`src/sv/cds_pkg.sv`:
```
`default_nettype none

package cds_pkg;

  typedef enum logic [2:0] {
    DS_NOT_READY      = 3'd0,
    DS_DISABLED       = 3'd1,
    DS_READY          = 3'd2,
    DS_SWITCHED_ON    = 3'd3,
    DS_ENABLED        = 3'd4,
    DS_QUICKSTOP      = 3'd5,
    DS_FAULT_REACTION = 3'd6,
    DS_FAULT          = 3'd7
  } drive_state_e;

  localparam int unsigned CFG_IDX_W  = 2;
  localparam int unsigned CFG_DATA_W = 31;

  localparam logic [CFG_IDX_W-1:0] CFG_HOME_STEP      = 2'd0;
  localparam logic [CFG_IDX_W-1:0] CFG_MOVE_STEP      = 2'd1;
  localparam logic [CFG_IDX_W-1:0] CFG_MOVE_DIRECTION = 2'd2;

  localparam logic [CFG_DATA_W-1:0] HOME_STEP_RST = 31'd8389;
  localparam logic [CFG_DATA_W-1:0] MOVE_STEP_RST = 31'd8389;
  localparam logic                  MOVE_DIR_RST  = 1'b1;

  localparam logic [15:0] SW_MASK_A          = 16'h004F;
  localparam logic [15:0] SW_MASK_B          = 16'h006F;
  localparam logic [15:0] SW_NOT_READY       = 16'h0000;
  localparam logic [15:0] SW_DISABLED        = 16'h0040;
  localparam logic [15:0] SW_READY           = 16'h0021;
  localparam logic [15:0] SW_SWITCHED_ON     = 16'h0023;
  localparam logic [15:0] SW_ENABLED         = 16'h0027;
  localparam logic [15:0] SW_QUICKSTOP       = 16'h0007;
  localparam logic [15:0] SW_FAULT_REACTION  = 16'h000F;
  localparam logic [15:0] SW_FAULT           = 16'h0008;

  localparam logic [15:0] CW_DISABLE_VOLTAGE = 16'h0000;
  localparam logic [15:0] CW_FAULT_RESET     = 16'h0080;
  localparam logic [15:0] CW_SHUTDOWN        = 16'h0006;
  localparam logic [15:0] CW_SWITCH_ON       = 16'h0007;
  localparam logic [15:0] CW_ENABLE_OP       = 16'h000F;

  localparam logic [7:0] MODE_POSITION = 8'd8;

  localparam int unsigned QUEUE_DEPTH = 2;

  typedef struct packed {
    logic         state_hit;
    drive_state_e state_code;
    logic         mode_pos;
    logic         req_reset;
    logic         req_quickstop;
    logic         req_power;
    logic         req_home;
    logic [31:0]  actual;
  } cds_item_t;

endpackage

`default_nettype wire

```
`src/sv/cds_front.sv`:
```
`default_nettype none

module cds_front (
  input  var logic              in_valid_i,
  output var logic              in_stall_o,
  input  var logic [15:0]       status_word_i,
  input  var logic [31:0]       actual_position_i,
  input  var logic [7:0]        mode_display_i,
  input  var logic              req_reset_i,
  input  var logic              req_quickstop_i,
  input  var logic              req_power_i,
  input  var logic              req_home_i,
  input  var logic              q_full_i,
  output var logic              q_push_o,
  output cds_pkg::cds_item_t    q_item_o
);

  logic [15:0] masked_a;
  logic [15:0] masked_b;

  assign masked_a = status_word_i & cds_pkg::SW_MASK_A;
  assign masked_b = status_word_i & cds_pkg::SW_MASK_B;

  always_comb begin
    q_item_o.state_hit  = 1'b1;
    q_item_o.state_code = cds_pkg::DS_NOT_READY;
    if (masked_a == cds_pkg::SW_NOT_READY) begin
      q_item_o.state_code = cds_pkg::DS_NOT_READY;
    end else if (masked_a == cds_pkg::SW_DISABLED) begin
      q_item_o.state_code = cds_pkg::DS_DISABLED;
    end else if (masked_b == cds_pkg::SW_READY) begin
      q_item_o.state_code = cds_pkg::DS_READY;
    end else if (masked_b == cds_pkg::SW_SWITCHED_ON) begin
      q_item_o.state_code = cds_pkg::DS_SWITCHED_ON;
    end else if (masked_b == cds_pkg::SW_ENABLED) begin
      q_item_o.state_code = cds_pkg::DS_ENABLED;
    end else if (masked_b == cds_pkg::SW_QUICKSTOP) begin
      q_item_o.state_code = cds_pkg::DS_QUICKSTOP;
    end else if (masked_a == cds_pkg::SW_FAULT_REACTION) begin
      q_item_o.state_code = cds_pkg::DS_FAULT_REACTION;
    end else if (masked_a == cds_pkg::SW_FAULT) begin
      q_item_o.state_code = cds_pkg::DS_FAULT;
    end else begin
      q_item_o.state_hit = 1'b0;
    end
    q_item_o.mode_pos      = (mode_display_i == cds_pkg::MODE_POSITION);
    q_item_o.req_reset     = req_reset_i;
    q_item_o.req_quickstop = req_quickstop_i;
    q_item_o.req_power     = req_power_i;
    q_item_o.req_home      = req_home_i;
    q_item_o.actual        = actual_position_i;
  end

  assign in_stall_o = q_full_i;
  assign q_push_o   = in_valid_i & ~q_full_i;

endmodule

`default_nettype wire

```
`src/sv/cds_queue.sv`:
```
`default_nettype none

module cds_queue (
  input  var logic               clk_i,
  input  var logic               rst_ni,
  input  var logic               push_i,
  input  cds_pkg::cds_item_t     push_item_i,
  output var logic               full_o,
  output var logic               valid_o,
  input  var logic               pop_i,
  output cds_pkg::cds_item_t     pop_item_o
);

  localparam int unsigned PtrW = (cds_pkg::QUEUE_DEPTH > 1) ? $clog2(cds_pkg::QUEUE_DEPTH) : 1;
  localparam int unsigned CntW = $clog2(cds_pkg::QUEUE_DEPTH + 1);

  cds_pkg::cds_item_t mem_q [cds_pkg::QUEUE_DEPTH];
  logic [PtrW-1:0] wr_ptr_q, wr_ptr_d;
  logic [PtrW-1:0] rd_ptr_q, rd_ptr_d;
  logic [CntW-1:0] count_q, count_d;
  logic            do_push;
  logic            do_pop;

  assign full_o     = (count_q == CntW'(cds_pkg::QUEUE_DEPTH));
  assign valid_o    = (count_q != '0);
  assign do_push    = push_i & ~full_o;
  assign do_pop     = pop_i & valid_o;
  assign pop_item_o = mem_q[rd_ptr_q];

  always_comb begin
    wr_ptr_d = wr_ptr_q;
    rd_ptr_d = rd_ptr_q;
    count_d  = count_q;
    if (do_push) begin
      wr_ptr_d = (wr_ptr_q == PtrW'(cds_pkg::QUEUE_DEPTH - 1)) ? '0 : wr_ptr_q + 1'b1;
    end
    if (do_pop) begin
      rd_ptr_d = (rd_ptr_q == PtrW'(cds_pkg::QUEUE_DEPTH - 1)) ? '0 : rd_ptr_q + 1'b1;
    end
    case ({do_push, do_pop})
      2'b10:   count_d = count_q + 1'b1;
      2'b01:   count_d = count_q - 1'b1;
      default: count_d = count_q;
    endcase
  end

  always_ff @(posedge clk_i or negedge rst_ni) begin
    if (!rst_ni) begin
      wr_ptr_q <= '0;
      rd_ptr_q <= '0;
      count_q  <= '0;
    end else begin
      wr_ptr_q <= wr_ptr_d;
      rd_ptr_q <= rd_ptr_d;
      count_q  <= count_d;
    end
  end

  always_ff @(posedge clk_i) begin
    if (do_push) begin
      mem_q[wr_ptr_q] <= push_item_i;
    end
  end

endmodule

`default_nettype wire

```
`src/sv/cds_back.sv`:
```
`default_nettype none

module cds_back #(
  parameter int unsigned POSITION_WIDTH = 32
) (
  input  var logic                            clk_i,
  input  var logic                            rst_ni,
  input  var logic                            cfg_we_i,
  input  var logic [cds_pkg::CFG_IDX_W-1:0]   cfg_idx_i,
  input  var logic [cds_pkg::CFG_DATA_W-1:0]  cfg_data_i,
  input  var logic                            q_valid_i,
  input  cds_pkg::cds_item_t                  q_item_i,
  output var logic                            q_pop_o,
  output var logic                            out_valid_o,
  input  var logic                            out_stall_i,
  output var logic [15:0]                     ctrl_word_o,
  output var logic                            ctrl_write_o,
  output var logic [7:0]                      mode_out_o,
  output var logic                            mode_write_o,
  output var logic [31:0]                     target_out_o,
  output var logic                            target_write_o,
  output var logic [2:0]                      state_out_o,
  output var logic                            homing_active_o,
  output var logic                            move_active_o
);

  localparam int unsigned PW = POSITION_WIDTH;
  localparam int unsigned CW = (POSITION_WIDTH > 32) ? POSITION_WIDTH : 32;

  logic [cds_pkg::CFG_DATA_W-1:0] home_step_q;
  logic [cds_pkg::CFG_DATA_W-1:0] move_step_q;
  logic                           move_dir_q;

  cds_pkg::drive_state_e state_q, state_d;
  logic          reset_pend_q, reset_pend_d;
  logic          qs_pend_q, qs_pend_d;
  logic          power_pend_q, power_pend_d;
  logic          home_pend_q, home_pend_d;
  logic          move_en_q, move_en_d;
  logic          origin_need_q, origin_need_d;
  logic [PW-1:0] origin_q, origin_d;
  logic [PW-1:0] target_q, target_d;

  logic          out_valid_q, out_valid_d;
  logic [15:0]   ctrl_d;
  logic          ctrl_wr_d;
  logic          mode_wr_d;
  logic          tgt_wr_d;
  logic [CW-1:0] tgt_ext;

  logic                 pop;
  logic signed [CW-1:0] act_ext;
  logic [PW-1:0]        act;
  logic [PW-1:0]        span;
  logic [CW-1:0]        wide_sum;

  assign pop     = q_valid_i & (~out_valid_q | ~out_stall_i);
  assign q_pop_o = pop;

  always_ff @(posedge clk_i or negedge rst_ni) begin
    if (!rst_ni) begin
      home_step_q <= cds_pkg::HOME_STEP_RST;
      move_step_q <= cds_pkg::MOVE_STEP_RST;
      move_dir_q  <= cds_pkg::MOVE_DIR_RST;
    end else if (cfg_we_i) begin
      case (cfg_idx_i)
        cds_pkg::CFG_HOME_STEP:      home_step_q <= cfg_data_i;
        cds_pkg::CFG_MOVE_STEP:      move_step_q <= cfg_data_i;
        cds_pkg::CFG_MOVE_DIRECTION: move_dir_q  <= cfg_data_i[0];
        default: ;
      endcase
    end
  end

  // next drive state: keep the last one when no pattern matched
  always_comb begin
    state_d = state_q;
    if (q_item_i.state_hit) begin
      state_d = q_item_i.state_code;
    end
  end

  always_comb begin
    act_ext       = CW'($signed(q_item_i.actual));
    act           = act_ext[PW-1:0];
    reset_pend_d  = reset_pend_q | q_item_i.req_reset;
    qs_pend_d     = qs_pend_q | q_item_i.req_quickstop;
    power_pend_d  = power_pend_q | q_item_i.req_power;
    home_pend_d   = home_pend_q | q_item_i.req_home;
    move_en_d     = move_en_q;
    origin_need_d = origin_need_q;
    origin_d      = origin_q;
    target_d      = target_q;
    ctrl_d        = cds_pkg::CW_DISABLE_VOLTAGE;
    ctrl_wr_d     = 1'b0;
    mode_wr_d     = 1'b0;
    tgt_wr_d      = 1'b0;
    span          = '0;
    wide_sum      = '0;

    if (state_d == cds_pkg::DS_ENABLED && origin_need_q) begin
      origin_d      = act;
      origin_need_d = 1'b0;
    end

    if (reset_pend_d) begin
      case (state_d)
        cds_pkg::DS_READY, cds_pkg::DS_SWITCHED_ON, cds_pkg::DS_ENABLED: begin
          ctrl_d    = cds_pkg::CW_DISABLE_VOLTAGE;
          ctrl_wr_d = 1'b1;
        end
        cds_pkg::DS_FAULT_REACTION, cds_pkg::DS_FAULT: begin
          ctrl_d    = cds_pkg::CW_FAULT_RESET;
          ctrl_wr_d = 1'b1;
        end
        cds_pkg::DS_DISABLED: reset_pend_d = 1'b0;
        default: ;
      endcase
    end else if (qs_pend_d) begin
      case (state_d)
        cds_pkg::DS_READY, cds_pkg::DS_SWITCHED_ON, cds_pkg::DS_ENABLED: begin
          ctrl_d    = cds_pkg::CW_DISABLE_VOLTAGE;
          ctrl_wr_d = 1'b1;
        end
        default: begin
          qs_pend_d = 1'b0;
          move_en_d = 1'b0;
        end
      endcase
    end else if (power_pend_d) begin
      case (state_d)
        cds_pkg::DS_DISABLED: begin
          mode_wr_d = 1'b1;
          ctrl_d    = cds_pkg::CW_SHUTDOWN;
          ctrl_wr_d = 1'b1;
        end
        cds_pkg::DS_READY: begin
          mode_wr_d = 1'b1;
          ctrl_d    = cds_pkg::CW_SWITCH_ON;
          ctrl_wr_d = 1'b1;
        end
        cds_pkg::DS_SWITCHED_ON: begin
          mode_wr_d = 1'b1;
          ctrl_d    = cds_pkg::CW_ENABLE_OP;
          ctrl_wr_d = 1'b1;
          target_d  = act;
          tgt_wr_d  = 1'b1;
        end
        cds_pkg::DS_ENABLED: begin
          power_pend_d = 1'b0;
          move_en_d    = 1'b1;
        end
        default: ;
      endcase
    end

    if (state_d == cds_pkg::DS_ENABLED && !reset_pend_d && !power_pend_d && !qs_pend_d
        && q_item_i.mode_pos) begin
      if (home_pend_d) begin
        if ($signed(act) > $signed(origin_d)) begin
          span     = act - origin_d;
          wide_sum = CW'(act) - CW'(home_step_q);
          target_d = (CW'(span) <= CW'(home_step_q)) ? origin_d : wide_sum[PW-1:0];
        end else if ($signed(origin_d) > $signed(act)) begin
          span     = origin_d - act;
          wide_sum = CW'(act) + CW'(home_step_q);
          target_d = (CW'(span) <= CW'(home_step_q)) ? origin_d : wide_sum[PW-1:0];
        end else begin
          target_d    = origin_d;
          home_pend_d = 1'b0;
          move_en_d   = 1'b0;
        end
      end else if (move_en_d) begin
        if (move_dir_q) begin
          wide_sum = CW'(target_q) + CW'(move_step_q);
        end else begin
          wide_sum = CW'(target_q) - CW'(move_step_q);
        end
        target_d = wide_sum[PW-1:0];
      end else begin
        target_d = act;
      end
      tgt_wr_d = 1'b1;
    end

    tgt_ext = CW'(target_d);
  end

  always_comb begin
    out_valid_d = out_valid_q;
    if (pop) begin
      out_valid_d = 1'b1;
    end else if (!out_stall_i) begin
      out_valid_d = 1'b0;
    end
  end

  always_ff @(posedge clk_i or negedge rst_ni) begin
    if (!rst_ni) begin
      state_q       <= cds_pkg::DS_NOT_READY;
      reset_pend_q  <= 1'b0;
      qs_pend_q     <= 1'b0;
      power_pend_q  <= 1'b0;
      home_pend_q   <= 1'b0;
      move_en_q     <= 1'b0;
      origin_need_q <= 1'b1;
      origin_q      <= '0;
      target_q      <= '0;
      out_valid_q   <= 1'b0;
    end else begin
      out_valid_q <= out_valid_d;
      if (pop) begin
        state_q       <= state_d;
        reset_pend_q  <= reset_pend_d;
        qs_pend_q     <= qs_pend_d;
        power_pend_q  <= power_pend_d;
        home_pend_q   <= home_pend_d;
        move_en_q     <= move_en_d;
        origin_need_q <= origin_need_d;
        origin_q      <= origin_d;
        target_q      <= target_d;
      end
    end
  end

  always_ff @(posedge clk_i) begin
    if (pop) begin
      ctrl_word_o     <= ctrl_d;
      ctrl_write_o    <= ctrl_wr_d;
      mode_out_o      <= cds_pkg::MODE_POSITION;
      mode_write_o    <= mode_wr_d;
      target_out_o    <= tgt_ext[31:0];
      target_write_o  <= tgt_wr_d;
      state_out_o     <= state_d;
      homing_active_o <= home_pend_d;
      move_active_o   <= move_en_d;
    end
  end

  assign out_valid_o = out_valid_q;

  a_ctrl_zero_when_idle: assert property (@(posedge clk_i) disable iff (!rst_ni)
    out_valid_o && !ctrl_write_o |-> ctrl_word_o == cds_pkg::CW_DISABLE_VOLTAGE)
    else $error("control word not zero without write");

  a_mode_with_ctrl: assert property (@(posedge clk_i) disable iff (!rst_ni)
    out_valid_o && mode_write_o |-> ctrl_write_o)
    else $error("mode write without control word write");

  a_target_state: assert property (@(posedge clk_i) disable iff (!rst_ni)
    out_valid_o && target_write_o && !mode_write_o
      |-> state_out_o == cds_pkg::DS_ENABLED)
    else $error("target driven outside enabled state");

  a_fault_reset_state: assert property (@(posedge clk_i) disable iff (!rst_ni)
    out_valid_o && ctrl_write_o && ctrl_word_o == cds_pkg::CW_FAULT_RESET
      |-> state_out_o == cds_pkg::DS_FAULT_REACTION || state_out_o == cds_pkg::DS_FAULT)
    else $error("fault reset sent outside fault states");

  a_hold_when_stalled: assert property (@(posedge clk_i) disable iff (!rst_ni)
    out_valid_q && out_stall_i |=> !$past(pop))
    else $error("result register overwritten while stalled");

endmodule

`default_nettype wire

```
`src/sv/cia402_drive_sequencer.sv`:
```
// Drive sequencer for a CiA 402 servo drive. Takes one transaction per clock unless stalled:
// the status word is decoded into the drive state, pending reset, quick stop and power-on
// requests are served in that priority through the control word and mode write, and in
// position mode the target homes toward the origin captured on the first enabled transaction,
// ramps by the configured step or else follows the actual position. The rate is set by the
// state update in the back end; a result is registered in a queue entry, then in the back
// end's output register. The two-entry queue between decode and execution lets either side
// stall on its own. The homing step (index 0), move step (1) and move direction (2) registers
// must be set by the user via the config port while no transaction is in flight; unenforced.
`default_nettype none

module cia402_drive_sequencer #(
  parameter int unsigned POSITION_WIDTH = 32
) (
  input  var logic                            clk_i,
  input  var logic                            rst_ni,
  input  var logic                            cfg_we_i,
  input  var logic [cds_pkg::CFG_IDX_W-1:0]   cfg_idx_i,
  input  var logic [cds_pkg::CFG_DATA_W-1:0]  cfg_data_i,
  input  var logic                            in_valid_i,
  output var logic                            in_stall_o,
  input  var logic [15:0]                     status_word_i,
  input  var logic signed [31:0]              actual_position_i,
  input  var logic [7:0]                      mode_display_i,
  input  var logic                            req_reset_i,
  input  var logic                            req_quickstop_i,
  input  var logic                            req_power_i,
  input  var logic                            req_home_i,
  output var logic                            out_valid_o,
  input  var logic                            out_stall_i,
  output var logic [15:0]                     ctrl_word_o,
  output var logic                            ctrl_write_o,
  output var logic [7:0]                      mode_out_o,
  output var logic                            mode_write_o,
  output var logic signed [31:0]              target_out_o,
  output var logic                            target_write_o,
  output var logic [2:0]                      state_out_o,
  output var logic                            homing_active_o,
  output var logic                            move_active_o
);

  cds_pkg::cds_item_t push_item;
  cds_pkg::cds_item_t pop_item;
  logic               q_full;
  logic               q_push;
  logic               q_valid;
  logic               q_pop;
  logic [31:0]        target_raw;

  cds_front u_front (
    .in_valid_i        (in_valid_i),
    .in_stall_o        (in_stall_o),
    .status_word_i     (status_word_i),
    .actual_position_i (actual_position_i),
    .mode_display_i    (mode_display_i),
    .req_reset_i       (req_reset_i),
    .req_quickstop_i   (req_quickstop_i),
    .req_power_i       (req_power_i),
    .req_home_i        (req_home_i),
    .q_full_i          (q_full),
    .q_push_o          (q_push),
    .q_item_o          (push_item)
  );

  cds_queue u_queue (
    .clk_i       (clk_i),
    .rst_ni      (rst_ni),
    .push_i      (q_push),
    .push_item_i (push_item),
    .full_o      (q_full),
    .valid_o     (q_valid),
    .pop_i       (q_pop),
    .pop_item_o  (pop_item)
  );

  cds_back #(
    .POSITION_WIDTH (POSITION_WIDTH)
  ) u_back (
    .clk_i           (clk_i),
    .rst_ni          (rst_ni),
    .cfg_we_i        (cfg_we_i),
    .cfg_idx_i       (cfg_idx_i),
    .cfg_data_i      (cfg_data_i),
    .q_valid_i       (q_valid),
    .q_item_i        (pop_item),
    .q_pop_o         (q_pop),
    .out_valid_o     (out_valid_o),
    .out_stall_i     (out_stall_i),
    .ctrl_word_o     (ctrl_word_o),
    .ctrl_write_o    (ctrl_write_o),
    .mode_out_o      (mode_out_o),
    .mode_write_o    (mode_write_o),
    .target_out_o    (target_raw),
    .target_write_o  (target_write_o),
    .state_out_o     (state_out_o),
    .homing_active_o (homing_active_o),
    .move_active_o   (move_active_o)
  );

  assign target_out_o = $signed(target_raw);

endmodule

`default_nettype wire
```
`config.mk`:
```
export PLATFORM = sky130hd
export DESIGN_NAME = cia402_drive_sequencer
export DESIGN_NICKNAME = d
export VERILOG_FILES = /design/src/sv/cds_pkg.sv /design/src/sv/cds_front.sv /design/src/sv/cds_queue.sv /design/src/sv/cds_back.sv /design/src/sv/cia402_drive_sequencer.sv
export SDC_FILE = /design/constraint.sdc
export NUM_CORES = 1
export LEC_CHECK = 0
export ABC_AREA = 1
export ABC_CLOCK_PERIOD_IN_PS = 15100
export BUFFER_PORTS_ARGS = -buffer_cell sky130_fd_sc_hd__clkbuf_2
export CORE_UTILIZATION = 60
export DETAILED_ROUTE_END_ITERATION = 10
export PLACE_DENSITY = 0.77
export SYNTH_ARGS = -nofsm -noshare
export SYNTH_HDL_FRONTEND = slang
export SYNTH_SLANG_ARGS = --single-unit
```
`constraint.sdc`:
```
create_clock -name clk_i -period 15.1 [get_ports clk_i]
set_input_delay 1.51 -clock clk_i [delete_from_list [all_inputs] [get_ports clk_i]]
set_output_delay 1.51 -clock clk_i [all_outputs]
set_load 0.01 [all_outputs]
```
### Word level (Yosys, flattened, before mapping)

Memories as Yosys holds them, arrays and structs flattened.
Cells that the tools add are included.

| storage, ports and cells | value |
|---|---|
| bits in registers | 197 |
| RAM bits | 82 |
| input port bits | 98 |
| output and inout bits | 66 |
| logic and storage cells | 165 |
| memories kept | 1 |

| operators by class | value |
|---|---|
| add/sub/neg operators | 10 |
| magnitude comparators | 4 |
| equal/unequal tests | 20 |
| multiplexer cells | 73 |
| bitwise gates (word level) | 12 |
| reductions and logical operators | 21 |

Memory list:

| memory | depth | width | rd ports | clocked after Yosys merged registers in | wr ports | line | text |
|---|---|---|---|---|---|---|---|
| u_queue.mem_q | 2 | 41 | 1 | 0 | 1 | cds_queue.sv:17 | `cds_pkg::cds_item_t mem_q [cds_pkg::QUEUE_DEPTH];` |

Operators by type and width:

| cell | count |
|---|---|
| 32-bit two-way mux | 13 |
| 32-bit by 31-bit adder with 32-bit output | 2 |
| 32-bit greater-than comparator | 2 |
| 32-bit by 31-bit <= comparator with 1-bit output | 2 |
| 32-bit by 31-bit subtractor with 32-bit output | 2 |
| 32-bit subtractor | 2 |
| 16-bit two-way mux | 3 |
| 1-bit two-way mux | 45 |
| 3-bit two-way mux | 9 |
| 6-bit by 5-bit equality test with 1-bit output (second input constant) | 3 |
| 16-bit zero test | 1 |
| 4-bit case mux with 3 select lines | 1 |
| 5-bit by 4-bit equality test with 1-bit output (second input constant) | 2 |
| 3-bit equality test (second input constant) | 3 |
| 8-bit by 4-bit equality test with 1-bit output (second input constant) | 1 |
| 8-bit two-way mux | 1 |
| 2-bit AND reduction | 4 |
| 2-bit equality test (second input constant) | 3 |
| 3-bit by 2-bit equality test with 1-bit output (second input constant) | 2 |
| 6-bit by 3-bit equality test with 1-bit output (second input constant) | 1 |
| 3-bit OR reduction | 2 |
| 5-bit equality test (second input constant) | 1 |
| 1-bit logical AND | 5 |
| 1-bit bitwise OR | 5 |
| 14 further kinds | 25 |

### Longest topological paths before layout

An unclocked memory read counts as a cell.

| logic depth | value |
|---|---|
| word-level depth | 12 |
| gate-level depth with buffers | 48 |
| mapped depth without buffers | 47 |

### Cells and area by module

A second synthesis with hierarchy kept.

| unflattened totals | value |
|---|---|
| cells, all modules | 3416 |
| area total of the unflattened synthesis | 24699.9 um^2 |

By module, submodules not included:

| module | instances | cells each | area an instance (um^2) | sequential area each (um^2) |
|---|---|---|---|---|
| cds_back | 1 | 3090 | 20541.0 | 4764.6 |
| cds_queue | 1 | 246 | 3691.0 | 2562.5 |
| cds_front | 1 | 80 | 467.9 | 0.0 |

### Worst setup path after synthesis

No wires, ideal clock.

| path | value |
|---|---|
| path type | reg2reg |
| start | reg u_queue.rd_ptr_q |
| end | reg u_back.target_out_o[23] (data pin) |
| library setup time | 0.257 ns |
| data arrival time | 5.300 ns |
| data required time | 14.843 ns |
| path slack | 9.542 ns |
| cell stages (with the launch flop) | 41 |
| path buffers | 4 |
| clock period less this slack | 5.558 ns |
| cells stage by stage | dfrtp_1 inv_2 clkbuf_1 clkbuf_1 or2_2 o21ai_0 nand2_1 o21ai_0 ha_1 fa_1 o21ai_2 nand2_1 o211ai_1 a21oi_1 inv_1 a21oi_1 o221ai_1 a21oi_1 [... 5 more ...] nor2_1 nand2_1 nand3_1 nand2_1 nand2_1 nand2_1 nand2_1 nand2_1 nand2_1 nand2_1 nand2_1 nand2_2 buf_6 buf_6 o21ai_1 a21oi_2 nand2_1 a21oi_1 |

| on the way | value |
|---|---|
| word-level cells in the longest chain between the ends | 12 |
| elaborated cells on any way between the ends | 53 |
| those cells by class | 4 x add/sub; 4 x order compare; 4 x eq/ne; 27 x mux; 4 x bitwise; 9 x reduce/logical; 1 x memory |

RTL lines:

| element | line | text |
|---|---|---|
| start, declared | cds_queue.sv:19 | `logic [PtrW-1:0] rd_ptr_q, rd_ptr_d;` |
| start signal, assigned | cds_queue.sv:54 | `rd_ptr_q <= rd_ptr_d;` |
| memory read 2 x 41 bit * | n/a |  |
| 3-bit two-way mux | cds_back.sv:78 | `if (q_item_i.state_hit) begin` |
| 3-bit equality test | n/a |  |
| 1-bit logical AND or 1-bit two-way mux (tied branches) | cds_back.sv:101, cds_back.sv:131 |  |
| 32-bit two-way mux or 1-bit two-way mux (tied branches) | cds_back.sv:101, cds_back.sv:130 |  |
| 32-bit subtractor or 1-bit two-way mux (tied branches) | cds_back.sv:165, cds_back.sv:119 |  |
| 32-bit by 31-bit <= comparator with 1-bit output or 1-bit two-way mux (tied branches) | cds_back.sv:167, cds_back.sv:106 |  |
| 32-bit two-way mux or 1-bit zero test (tied branches) | cds_back.sv:167, cds_back.sv:157 |  |
| 32-bit two-way mux or 1-bit logical AND (tied branches) | cds_back.sv:164, cds_back.sv:157 |  |
| 32-bit two-way mux or 1-bit logical AND (tied branches) | cds_back.sv:160, cds_back.sv:157 |  |
| 32-bit two-way mux or 1-bit logical AND (tied branches) | cds_back.sv:159, cds_back.sv:158 |  |
| 32-bit two-way mux * | cds_back.sv:157 | `if (state_d == cds_pkg::DS_ENABLED && !reset_pend_d && !power_pend_d && !qs_pend_d` |
| net u_back.target_d[23] | cds_back.sv:42 | `logic [PW-1:0] target_q, target_d;` |
| end signal, assigned | cds_back.sv:232 | `target_out_o <= tgt_ext[31:0];` |
| end, declared | cds_back.sv:20 | `output var logic [31:0] target_out_o,` |

The timed path passes the listed nets; every way through them passes the cells marked *.
A chain may end at the register's enable or synchronous reset.

### Final worst setup path

| path | value |
|---|---|
| start | reg u_queue.rd_ptr_q |
| end | reg u_back.target_out_o[20] (data pin) |

The elaborated chain is that of the path after synthesis.

==> out/summary.txt <==
Ys async rst share: 0.5281
Worst Hold Class: flop to flop
Reg2reg start: u_queue.rd_ptr_q$_DFFE_PN0P_
Clk root buf: clkbuf_16
Final period util: 0.6431
I/O Buffers: 134
Ys Warns: 0
Share of layout cells above drive strength 1: 0.09822
Register bit total from synthesis: 267
H-tree levels: 1
Rel. slew slack: 0.1959
CP max stage delay: 0.96 ns
Post-CTS Hold Buffers: 0
Slew @ Worst Pin: 1.198 ns
CP max FO: 64
Sequential area share after synthesis: 0.3064
DRC Markers: 0
CP Capture Type: flop
Status: complete, no violations
Setup Crit Path Kind: flop to flop
Hold Startpoint: u_back.origin_need_q$_DFFE_PN1P_
Pre-Repair DR Iteration Count: 6
Total global-route track usage: 0.4015
Area Overhead vs Synth: 7.802%
Largest net degree at the start of global routing: 85
Chip height: 201.6 um
Setup TNS: 0 ns
Worst Reg-to-Reg Cells: 35
Final Max Tran Viols: 0
Layout Skew: 0.02748 ns
Post-Syn Area per Cell: 7.129 um^2
CP Launch Type: flop
Cells after synthesis: 3354
Sink Count: 267
Hold WS: 0.4749 ns
WL final: 82820 um
Final core occ: 0.6608
Effective utilization at floorplan: 0.6130
Hold endpoint: u_back.origin_need_q$_DFFE_PN1P_
# resized after CTS: 0
DIE WIDTH: 201.6 um
Mapped cell area: 23910 um^2
Worst reg2reg setup slack: 5.39 ns
Num CTS Buffers: 29
Wirelength per Cell: 20.97 um
Critical path arrival: 10.07 ns
CP most frequent cell: nand2_1
Vias: 23.59k
First-pass GRT wire length: 125000 um
Grt ovf: 0
DR vias/cell: 5.972
Final min period: 9.710 ns
Clock Tree Buf Depth: 3
CP Data Required Time: 15.46 ns
CTS tree: done
RR Endpoint: u_back.target_out_o[20]$_DFFE_PP_
Top Ports: 164
NumNets Final: 3730
F_max: 103.0 MHz
Slowest cell on crit path: nand2_2
# setup viols final: 0
Total setup buffers inserted after CTS: 0
Die area: 40650 um^2
Vias in the first global route: 22.43k
Main synth FF type: dfrtp_1
DRT antenna net count: 0
Final-report hold violation count: 0
Library cells used by synthesis: 58
DRT iter0 DRCs: 2376
Post-DP HPWL: 64500 um
Std-Cell Core Area: 39010 um^2
Ant. Diodes: 0
Hold Path Depth: 2
RSZ-0062 raised after global routing: no
Clk_lat worst skew: 0.58 ns
Number of flops mapped to enable cells by yosys: 126
Clk pin slew, worst setup/hold paths: 0.06 ns
Maxcap violations: 0
Initial antenna violation count: 1
Row count: 72
Placer congestion estimate: 1.067
[cell usage after synthesis, types with 17 or more instances]
| master | n | area, um^2 |
|---|---|---|
| clkbuf_1 | 79 | 296.5 |
| o21ai_0 | 328 | 1642 |
| clkbuf_2 | 17 | 85.08 |
| o21ai_1 | 24 | 120.1 |
| xnor2_1 | 51 | 446.7 |
| o21bai_1 | 19 | 142.6 |
| o211ai_1 | 24 | 180.2 |
| buf_4 | 26 | 195.2 |
| inv_1 | 406 | 1524 |
| inv_2 | 19 | 71.32 |
| nor3_1 | 40 | 200.2 |
| nand3_1 | 128 | 640.6 |
| dfrtp_1 | 129 | 3228 |
| a21oi_1 | 270 | 1351 |
| or2_2 | 35 | 219.0 |
| edfxtp_1 | 126 | 3784 |
| buf_2 | 32 | 160.2 |
| nand2_1 | 786 | 2950 |
| ha_1 | 220 | 2753 |
| nor2_1 | 247 | 927.1 |
| nand4_1 | 63 | 394.1 |
| xor2_1 | 119 | 1042 |
[stage by stage]
step	setup slack, ns	area (um^2)	std cells
3_3_place_gp	6.174	24810	3895
3_5_place_dp	6.002	24810	3895
6_report	5.390	25780	3949
2_1_floorplan	9.542	23980	3371
4_1_cts	5.945	25780	3949
5_1_grt	4.999	25780	3949
[cells by family (layout without fill, tap and decap cells)]
kind of cell	count (synthesis)	in the layout	synth area share
flip-flops	267	267	0.3064
other	2	19	0.0003141
AO/OA/AOI/OAI	753	753	0.1727
adder cells (fa/ha/maj)	224	224	0.1185
buffers and inverters	587	647	0.1000
XOR/XNOR	170	170	0.06227
AND/OR/NAND/NOR	1351	1351	0.2398
[flip-flops by register name, indices dropped and copies added (netlist names), 2 cells and up]
| register | count |
|---|---|
| u_queue.count_q | 2 |
| u_back.target_q | 32 |
| u_back.state_q | 3 |
| u_back.state_out_o | 3 |
| u_back.target_out_o | 32 |
| u_back.origin_q | 32 |
| u_back.home_step_q | 31 |
| u_back.ctrl_word_o | 4 |
| u_back.move_step_q | 31 |
| u_queue.mem_q | 82 |
[critical path, delay by kind of cell, from the launching register on]
| family | cells | cell delay [ns] |
|---|---|---|
| DFF | 1 | 0.38 |
| AOI/OAI and AO/OA | 11 | 2.77 |
| and+or+nand+nor | 15 | 3.42 |
| buffers and inverters | 6 | 1.94 |
| adders and majority gates | 2 | 0.80 |
| xor gates and xnor gates | 1 | 0.15 |
[worst max path at each step]
stage | from | to | slack [ns] | cells past startpoint
after detailed placement | u_queue.rd_ptr_q$_DFFE_PN0P_ | u_back.target_out_o[20]$_DFFE_PP_ | 6.00 | 34
after global routing | u_queue.rd_ptr_q$_DFFE_PN0P_ | u_back.target_out_o[20]$_DFFE_PP_ | 5.00 | 34
after global placement | u_queue.rd_ptr_q$_DFFE_PN0P_ | u_back.target_out_o[11]$_DFFE_PP_ | 6.17 | 36
final | u_queue.rd_ptr_q$_DFFE_PN0P_ | u_back.target_out_o[20]$_DFFE_PP_ | 5.39 | 35
after floorplan | u_queue.rd_ptr_q$_DFFE_PN0P_ | u_back.target_out_o[23]$_DFFE_PP_ | 9.54 | 40
after CTS | u_queue.rd_ptr_q$_DFFE_PN0P_ | u_back.target_out_o[20]$_DFFE_PP_ | 5.95 | 34
[per-layer routing]
| layer | track usage | part of all wire | vias up |
|---|---|---|---|
| met5 | 0 | 0.00028 | - |
| met4 | 0.2451 | 0.070 | 2 |
| met3 | 0.08034 | 0.093 | 254 |
| met2 | 0.6495 | 0.45 | 1277 |
| met1 | 0.4939 | 0.39 | 10891 |
| li1 | - | - | 11161 |
[final cells by class]
cell class	instances	area [um^2]
Timing Repair Buffer	166	917.1
Clock buffer	35	748.2
Tap cell	518	648.1
Sequential cell	267	7327
Fill cell	3423	13230
Clock inverter	19	221.5
Inverter	427	1603
Multi-Input combinational cell	2517	14310
[placed cells by master, fill, tap and decap left out, drive strengths merged, types with 2 or more instances in the layout]
cell,count
nand2,802
inv,430
o21ai,357
a21oi,283
nor2,255
ha,220
clkbuf,168
nand3,133
dfrtp,129
edfxtp,126
xor2,119
nand4,64
xnor2,51
nor3,42
or2,36
buf,33
o211ai,24
o21bai,19
conb,19
a21o,12
o21a,12
a31oi,12
dfstp,12
nor4,10
clkinv,10
o31ai,8
nand3b,7
a21boi,6
a211oi,5
a221oi,4
fa,4
bufinv,4
o221ai,3
o41ai,2
clkinvlp,2
Power is not shown: default switching activity piles up to over one toggle a cycle in this logic, so the estimate is an artifact.
